`src/hw/rtl/decimal_string_to_fixed_point_macros.svh`:
```
// ----------------------------------------------------------------------------
// Assertion macros for the decimal string to fixed-point converter
// Simulation builds get concurrent checks; synthesis builds get nothing.
// ----------------------------------------------------------------------------
`ifndef DECIMAL_STRING_TO_FIXED_POINT_MACROS_SVH
`define DECIMAL_STRING_TO_FIXED_POINT_MACROS_SVH

`ifndef SYNTHESIS

// Antecedent true implies consequent in the same cycle
`define DSTF_ASSERT_SAME(label, clk, rstn, ante, cons) \
    label: assert property (@(posedge clk) disable iff (!rstn) (ante) |-> (cons)) \
        else $error("assertion failed: same-cycle implication");

// Antecedent true implies consequent in the next cycle
`define DSTF_ASSERT_NEXT(label, clk, rstn, ante, cons) \
    label: assert property (@(posedge clk) disable iff (!rstn) (ante) |=> (cons)) \
        else $error("assertion failed: next-cycle implication");

`else

`define DSTF_ASSERT_SAME(label, clk, rstn, ante, cons)
`define DSTF_ASSERT_NEXT(label, clk, rstn, ante, cons)

`endif

`endif

```
`src/hw/rtl/dstf_pkg.sv`:
```
// ----------------------------------------------------------------------------
// dstf_pkg
// Shared constants, types and the power-of-ten table for the converter.
// ----------------------------------------------------------------------------
package dstf_pkg;

    localparam int VALUE_WIDTH = 32;
    localparam int FRAC_WIDTH  = 4;
    localparam int CHAR_WIDTH  = 8;

    typedef logic [VALUE_WIDTH-1:0] value_t;
    typedef logic [FRAC_WIDTH-1:0]  frac_t;
    typedef logic [CHAR_WIDTH-1:0]  char_t;

    // ASCII codes of interest
    localparam char_t CHAR_DASH = 8'h2D;
    localparam char_t CHAR_DOT  = 8'h2E;
    localparam char_t CHAR_ZERO = 8'h30;
    localparam char_t CHAR_NINE = 8'h39;

    localparam frac_t FRAC_DIGITS_RESET = 4'd2;

    // Finished string handed from the parser to the scaling stage
    typedef struct packed {
        value_t base;      // digits accumulated so far
        frac_t  pad;       // powers of ten still to apply
        logic   negative;
        logic   error;
    } dstf_result_t;

    // Ten to the power k, modulo 2^32
    function automatic value_t pow10(input frac_t k);
        value_t v;
        case (k)
            4'd0:    v = 32'd1;
            4'd1:    v = 32'd10;
            4'd2:    v = 32'd100;
            4'd3:    v = 32'd1000;
            4'd4:    v = 32'd10000;
            4'd5:    v = 32'd100000;
            4'd6:    v = 32'd1000000;
            4'd7:    v = 32'd10000000;
            4'd8:    v = 32'd100000000;
            4'd9:    v = 32'd1000000000;
            4'd10:   v = 32'd1410065408;
            4'd11:   v = 32'd1215752192;
            4'd12:   v = 32'd3567587328;
            4'd13:   v = 32'd1316134912;
            4'd14:   v = 32'd276447232;
            default: v = 32'd2764472320;
        endcase
        return v;
    endfunction

    // Signed scale factor: the sign is folded into the constant
    function automatic value_t scale_factor(input logic negative, input frac_t k);
        value_t v;
        v = pow10(k);
        return negative ? (~v + value_t'(1)) : v;
    endfunction

endpackage

```
`src/hw/rtl/dstf_parse.sv`:
```
// ----------------------------------------------------------------------------
// dstf_parse
// Character parser: keeps the per-string state and hands each finished
// string (base value, padding count, sign, error) to a result register.
// ----------------------------------------------------------------------------
`include "decimal_string_to_fixed_point_macros.svh"

module dstf_parse (
    input  logic                  aclk,
    input  logic                  aresetn,
    input  logic                  take,          // char beat consumed this cycle
    input  dstf_pkg::char_t       char_in,
    input  logic                  last_in,
    input  dstf_pkg::frac_t       fraction_digits,
    input  logic                  res_move,      // result register emptied
    output logic                  res_valid,
    output dstf_pkg::dstf_result_t res
);
    import dstf_pkg::*;

    // Parse state
    value_t acc_reg, acc_next;
    frac_t  frac_left_reg, frac_left_next;
    logic   neg_reg, neg_next;
    logic   dot_reg, dot_next;
    logic   err_reg, err_next;
    logic   stop_reg, stop_next;
    logic   first_reg, first_next;

    // Result register
    logic         res_valid_reg, res_valid_next;
    dstf_result_t res_reg, res_next;

    // Per-character working values
    logic   active;
    logic   is_digit;
    value_t acc_step;
    value_t acc_new;
    frac_t  fl_new;
    logic   neg_new, dot_new, err_new, stop_new;

    // Decode one character against the current state
    always_comb begin
        active   = !err_reg && !stop_reg;
        is_digit = (char_in >= CHAR_ZERO) && (char_in <= CHAR_NINE);
        acc_step = {acc_reg[VALUE_WIDTH-4:0], 3'b000}
                 + {acc_reg[VALUE_WIDTH-2:0], 1'b0}
                 + {{(VALUE_WIDTH-4){1'b0}}, char_in[3:0]};

        acc_new  = acc_reg;
        fl_new   = frac_left_reg;
        neg_new  = neg_reg;
        dot_new  = dot_reg;
        err_new  = err_reg;
        stop_new = stop_reg;

        if (active) begin
            if (is_digit) begin
                acc_new = acc_step;
                if (dot_reg) begin
                    if (frac_left_reg != '0) begin
                        fl_new = frac_left_reg - frac_t'(1);
                    end
                    if (frac_left_reg <= frac_t'(1)) begin
                        stop_new = 1'b1;
                    end
                end
            end else if (char_in == CHAR_DOT) begin
                if (dot_reg) begin
                    err_new = 1'b1;
                end else begin
                    dot_new = 1'b1;
                    fl_new  = fraction_digits;
                    if (fraction_digits == '0) begin
                        stop_new = 1'b1;
                    end
                end
            end else if (char_in == CHAR_DASH) begin
                if (!first_reg || last_in) begin
                    err_new = 1'b1;
                end else begin
                    neg_new = 1'b1;
                end
            end else begin
                err_new = 1'b1;
            end
        end
    end

    // Next state: commit on a consumed beat, clear at end of string
    always_comb begin
        acc_next       = acc_reg;
        frac_left_next = frac_left_reg;
        neg_next       = neg_reg;
        dot_next       = dot_reg;
        err_next       = err_reg;
        stop_next      = stop_reg;
        first_next     = first_reg;
        res_valid_next = res_valid_reg && !res_move;
        res_next       = res_reg;

        if (take) begin
            if (last_in) begin
                acc_next       = '0;
                frac_left_next = '0;
                neg_next       = 1'b0;
                dot_next       = 1'b0;
                err_next       = 1'b0;
                stop_next      = 1'b0;
                first_next     = 1'b1;
                res_valid_next = 1'b1;
                res_next.base     = acc_new;
                res_next.pad      = dot_new ? fl_new : fraction_digits;
                res_next.negative = neg_new;
                res_next.error    = err_new;
            end else begin
                acc_next       = acc_new;
                frac_left_next = fl_new;
                neg_next       = neg_new;
                dot_next       = dot_new;
                err_next       = err_new;
                stop_next      = stop_new;
                first_next     = 1'b0;
            end
        end
    end

    // Control state
    always_ff @(posedge aclk) begin
        if (!aresetn) begin
            acc_reg       <= '0;
            frac_left_reg <= '0;
            neg_reg       <= 1'b0;
            dot_reg       <= 1'b0;
            err_reg       <= 1'b0;
            stop_reg      <= 1'b0;
            first_reg     <= 1'b1;
            res_valid_reg <= 1'b0;
        end else begin
            acc_reg       <= acc_next;
            frac_left_reg <= frac_left_next;
            neg_reg       <= neg_next;
            dot_reg       <= dot_next;
            err_reg       <= err_next;
            stop_reg      <= stop_next;
            first_reg     <= first_next;
            res_valid_reg <= res_valid_next;
        end
    end

    // Result payload
    always_ff @(posedge aclk) begin
        res_reg <= res_next;
    end

    assign res_valid = res_valid_reg;
    assign res       = res_reg;

    // Checks
    `DSTF_ASSERT_NEXT(a_res_hold, aclk, aresetn, res_valid_reg && !res_move, res_valid_reg && $stable(res_reg))
    `DSTF_ASSERT_NEXT(a_clear_at_end, aclk, aresetn, take && last_in, first_reg && acc_reg == '0 && !err_reg)
    `DSTF_ASSERT_NEXT(a_not_first, aclk, aresetn, take && !last_in, !first_reg)
    `DSTF_ASSERT_SAME(a_stop_needs_dot, aclk, aresetn, stop_reg, dot_reg)

endmodule

```
`src/hw/rtl/decimal_string_to_fixed_point.sv`:
```
// ----------------------------------------------------------------------------
// decimal_string_to_fixed_point
// Streams ASCII characters of a signed decimal string and returns the value
// scaled by ten to the power fraction_digits, with a parse error flag.
//
//   channel   ports                                  beat
//   s_        s_valid s_ready s_character s_last_char one character
//   m_        m_valid m_ready m_fixed_value m_parse_error one result per string
//   cfg_      cfg_valid cfg_ready cfg_data           fraction_digits write
//
// One character per cycle sustained, except that a string's last character waits
// while the parser result register holds a result that cannot move on. m_valid
// rises once the beat carrying a string's last character has passed the input
// register, the parser result register, then the output register behind one
// 32x32 multiply. Stalls on m_ propagate back through the registers; characters
// that end no string keep flowing while a result waits. cfg_ready is always high.
// Reset is synchronous, active low.
`include "decimal_string_to_fixed_point_macros.svh"

module decimal_string_to_fixed_point (
    input  logic                   aclk,
    input  logic                   aresetn,
    input  logic                   s_valid,
    output logic                   s_ready,
    input  dstf_pkg::char_t        s_character,
    input  logic                   s_last_char,
    output logic                   m_valid,
    input  logic                   m_ready,
    output logic signed [31:0]     m_fixed_value,
    output logic                   m_parse_error,
    input  logic                   cfg_valid,
    output logic                   cfg_ready,
    input  dstf_pkg::frac_t        cfg_data
);
    import dstf_pkg::*;

    // Configuration
    frac_t frac_digits_reg;

    // Input register
    logic  in_valid_reg, in_valid_next;
    char_t in_char_reg;
    logic  in_last_reg;

    // Output register
    logic   out_valid_reg, out_valid_next;
    value_t out_value_reg, out_value_next;
    logic   out_error_reg, out_error_next;

    // Handshake between stages
    logic         res_valid;
    dstf_result_t res;
    logic         out_free;
    logic         res_move;
    logic         res_free;
    logic         in_take;
    value_t       product;

    assign cfg_ready = 1'b1;

    always_ff @(posedge aclk) begin
        if (!aresetn) begin
            frac_digits_reg <= FRAC_DIGITS_RESET;
        end else if (cfg_valid) begin
            frac_digits_reg <= cfg_data;
        end
    end

    // Stage advance logic
    assign out_free = !out_valid_reg || m_ready;
    assign res_move = res_valid && out_free;
    assign res_free = !res_valid || res_move;
    assign in_take  = in_valid_reg && (!in_last_reg || res_free);
    assign s_ready  = !in_valid_reg || in_take;

    always_comb begin
        in_valid_next = in_valid_reg;
        if (s_valid && s_ready) begin
            in_valid_next = 1'b1;
        end else if (in_take) begin
            in_valid_next = 1'b0;
        end
    end

    always_ff @(posedge aclk) begin
        if (!aresetn) begin
            in_valid_reg <= 1'b0;
        end else begin
            in_valid_reg <= in_valid_next;
        end
    end

    always_ff @(posedge aclk) begin
        if (s_valid && s_ready) begin
            in_char_reg <= s_character;
            in_last_reg <= s_last_char;
        end
    end

    // Character parser
    dstf_parse u_parse (
        .aclk            (aclk),
        .aresetn         (aresetn),
        .take            (in_take),
        .char_in         (in_char_reg),
        .last_in         (in_last_reg),
        .fraction_digits (frac_digits_reg),
        .res_move        (res_move),
        .res_valid       (res_valid),
        .res             (res)
    );

    // Padding and sign in one multiply by a signed power of ten
    assign product = res.base * scale_factor(res.negative, res.pad);

    always_comb begin
        out_valid_next = out_valid_reg && !m_ready;
        out_value_next = out_value_reg;
        out_error_next = out_error_reg;
        if (res_move) begin
            out_valid_next = 1'b1;
            out_value_next = res.error ? '0 : product;
            out_error_next = res.error;
        end
    end

    always_ff @(posedge aclk) begin
        if (!aresetn) begin
            out_valid_reg <= 1'b0;
        end else begin
            out_valid_reg <= out_valid_next;
        end
    end

    always_ff @(posedge aclk) begin
        out_value_reg <= out_value_next;
        out_error_reg <= out_error_next;
    end

    assign m_valid       = out_valid_reg;
    assign m_fixed_value = signed'(out_value_reg);
    assign m_parse_error = out_error_reg;

    // Checks
    `DSTF_ASSERT_NEXT(a_res_to_out, aclk, aresetn, res_move, out_valid_reg && out_error_reg == $past(res.error))
    `DSTF_ASSERT_SAME(a_error_zero, aclk, aresetn, out_valid_reg && out_error_reg, out_value_reg == '0)
    `DSTF_ASSERT_NEXT(a_out_hold, aclk, aresetn, out_valid_reg && !m_ready, out_valid_reg && $stable(out_value_reg))

endmodule
```
`config.mk`:
```
export PLATFORM = sky130hd
export DESIGN_NAME = decimal_string_to_fixed_point
export DESIGN_NICKNAME = d
export VERILOG_FILES = /design/src/hw/rtl/dstf_pkg.sv /design/src/hw/rtl/dstf_parse.sv /design/src/hw/rtl/decimal_string_to_fixed_point.sv
export VERILOG_INCLUDE_DIRS = /design/src /design/src/hw/rtl
export SDC_FILE = /design/constraint.sdc
export NUM_CORES = 2
export LEC_CHECK = 0
export BUFFER_PORTS_ARGS = -buffer_cell sky130_fd_sc_hd__clkbuf_2
export CAP_MARGIN = 10
export CORE_MARGIN = 4
export CORE_UTILIZATION = 55
export DETAILED_ROUTE_END_ITERATION = 16
export PLACE_DENSITY = 0.78
export SLEW_MARGIN = 15
export SYNTH_ARGS = -nofsm -noshare
export SYNTH_HDL_FRONTEND = slang
export SYNTH_HIERARCHICAL = 1
export SYNTH_SLANG_ARGS = --single-unit
```
`constraint.sdc`:
```
create_clock -name aclk -period 26.9 [get_ports aclk]
set_input_delay 5.38 -clock aclk [delete_from_list [all_inputs] [get_ports aclk]]
set_output_delay 5.38 -clock aclk [all_outputs]
set_load 0.01 [all_outputs]
```
==> results summary <==
Data on the critical path arrives at its endpoint at 6.16 ns. The slew at the pin with the worst max-slew slack is 1.12 ns. The maximum frequency from static timing analysis came out at between 80 and 90 MHz. The synthesized netlist net count is 3304. In the global route stage, overall resource usage came out at 0.264. The total congestion overflow came out at 0. The clock arrives with 0.0110 ns of skew. The average instance area after synthesis is just over 9 sq um. The number of cell rows is 76. The number of gates resized after cts came out at 0. The total placed instance area is around 0.025 sq mm. The region available for standard cell placement spans about 0.043 sq mm.

The clock-pin slew on the worst setup and hold paths is approximately 0.05 ns. The count of vias placed by the detailed router is 18400. The synthesis-to-layout area growth came out at 5.64%. The wire length of the first global-routing pass came out at 100 mm. The number of antenna violations at the first check in global routing came out at 0. The total iterations of the first detailed-routing run is 7. TritonCTS built the clock tree. The cell area after synthesis came out at 0.0243 sq mm. The floorplan step defined a die boundary enclosing about 0.048 sq mm. The clock root buffer is clkbuf_16. The worst setup path is captured at an output port. The gate count after technology mapping came out at about 2700. Setup repair after global routing left no endpoint under its margin. The number of setup buffers added after CTS is 0.

The ratio of cells with drive above 1 in the final layout is 0.0645. The CTS sink count came out at 128. Traced cell by cell, the critical path runs through clkbuf_2 -> nor2b_1 -> nand4_1 -> clkbuf_2.

The buffer levels on the longest clock path is 2. The peak fanout along the critical path is 4. The share of flip-flops with an asynchronous set or reset after synthesis is 0.

The antenna diode count came out at 0. The flow ran to the end, and the final reports show no timing, DRC or antenna violations. The count of nets left with antenna violations once routing finished came out at 0. The number of synthesized register bits is 128. The total count of hold-check failures in the final report is 0. The remaining design rule violation count is 0. The top-level I/O count is 54. Dividing the final minimum period by the clock period gives 0.429.

The hold buffer count at CTS came out at 0. For this run, the leading register cell type out of synthesis is edfxtp_1. The number of max-cap violations came out at 0.

The maximum number of pins on one net before global-route repair is 50. On the worst path, the slowest cell contributes a delay of 0.33 ns. The detailed router finished its first iteration with 1490 violations.

The starting utilization of the core area came out at 0.561. The data required time at the worst endpoint came out at 21.52 ns. Leaving out fill and tap cells, the most frequent cell in the layout is inv_1. The synthesis warning total is 6. Buffers placed on the I/O ports in this run total 52. The die extent in x is between 200 and 250 microns. Counting stages on the worst path, the most repeated cell is clkbuf_2.

The average routed wire per standard cell came out at roughly 19 microns. The final critical-path required period is approximately 12 ns. The count of placed standard cells in the final layout, fillers left out came out at about 3300. The setup path with the least slack is of type input pin to output port. The via count normalized by instance count came out at 5.65. The via count of the first global-routing pass is approximately 20000.

Of the synthesized area, sequential elements account for 0.138. The final weighted congestion of routability-driven global placement is between 0.9 and 1. The number of CTS-inserted buffers is 17. The die height is 218 microns. The count of cell types in the netlist came out at 91. The top cell types in the final layout, fill and taps aside, are inv_1, fa_1, nand2_1. The cell count after placement is 3220. STA classifies the critical path startpoint as an input pin. The relative slew slack is 0.248. The detailed-placement wirelength estimate came out at 47.0 mm. The number of synthesized flops with an enable pin is 80. In this run the worst hold path is classified as flip-flop to flip-flop. Wires add up to ~60 mm. In the final timing run, aggregate negative setup slack is 0 ns.

Among all stages on the critical path, the largest delay is contributed by nor2b_1. The final design instance area without fill is approximately 0.026 sq mm. The number of max-slew violations in the final report came out at 0. The clock latency reported for the late side of the worst-skew pair came out at 0.45 ns. For this run, the post-layout net count is about 3300.

Setup violations remaining at the end of the flow were counted as 0. The deepest level of the CTS H-tree is 4. The number of flip-flops under the largest register name came out at 38.
[metal layers]
layer  wire (microns)  vias to the layer above  part of all wire  track usage
li1                 -                     8356                 -            -
met1            24600                     9132              0.41        0.344
met2            28900                      733              0.48        0.443
met3             4790                      162             0.079       0.0544
met4             2190                        0             0.036       0.0891
met5                0                        -                 0            0
[cell type report]
cell class / count / area, sq um
multi-input cells: 1950 / 18700
repair buffers: 88 / 551
flip-flops and latches: 128 / 3360
inverters: 470 / 1760
clock inverters: 9 / 66.3
fillers: 3643 / 17700
well taps: 585 / 732
clock buffers: 23 / 520
[logic make-up after synthesis]
logic type / share of synthesized area
XOR/XNOR: 0.0489
flip-flops: 0.138
AO/OA/AOI/OAI: 0.0905
multiplexers: 0.0118
adder cells (fa/ha/maj): 0.438
other: 0.000154
buffers and inverters: 0.0956
AND/OR/NAND/NOR: 0.177
[critical path: cells and delay by family]
kind / cells / cell delay, ns
buf+inv: 2 / 0.25
simple gates: 2 / 0.53
[cells in the mapped netlist (all sizes together) (10+ instances only)]
cell / count / area, sq um
inv: 468 / 1760
xor2: 35 / 307
mux2i: 13 / 130
a21oi: 77 / 400
nor2: 97 / 367
fa: 410 / 8210
xnor3: 10 / 225
edfxtp: 80 / 2400
buf: 29 / 170
nor3: 25 / 135
nand2b: 19 / 119
a22oi: 12 / 90.1
o21a: 12 / 90.1
nor3b: 10 / 80.1
a211oi: 12 / 95.1
mux2: 14 / 158
o31ai: 12 / 105
a22o: 16 / 140
nand3: 24 / 120
nand2: 403 / 1510
nor2b: 56 / 358
xnor2: 67 / 587
clkbuf: 104 / 390
ha: 195 / 2440
o21ai: 74 / 374
and2: 192 / 1200
dfxtp: 48 / 961
a31oi: 11 / 96.3
a21o: 30 / 225
[path summary, 6_finish.rpt]
kind,from,to,slack (ns),cells after the start
setup reg to reg,u_parse/res[2],m_fixed_value[31],15.50,34
hold reg to reg,u_parse/first_reg,u_parse/first_reg,0.45,1
hold / removal,u_parse/first_reg,u_parse/first_reg,0.45,1
setup / recovery,m_ready,s_ready,15.36,4
[per-stage QoR]
step	setup WS, ns	util	hold slack [ns]
finish	15.36	0.592	0.450
CTS	15.34	0.592	0.458
global placement	15.36	0.578	0.432
floorplan	15.75	-	0.422
detailed placement	15.34	0.578	0.444
global route	15.02	0.592	0.492
Power is not shown: default switching activity piles up to over one toggle a cycle in this logic, so the estimate is an artifact.
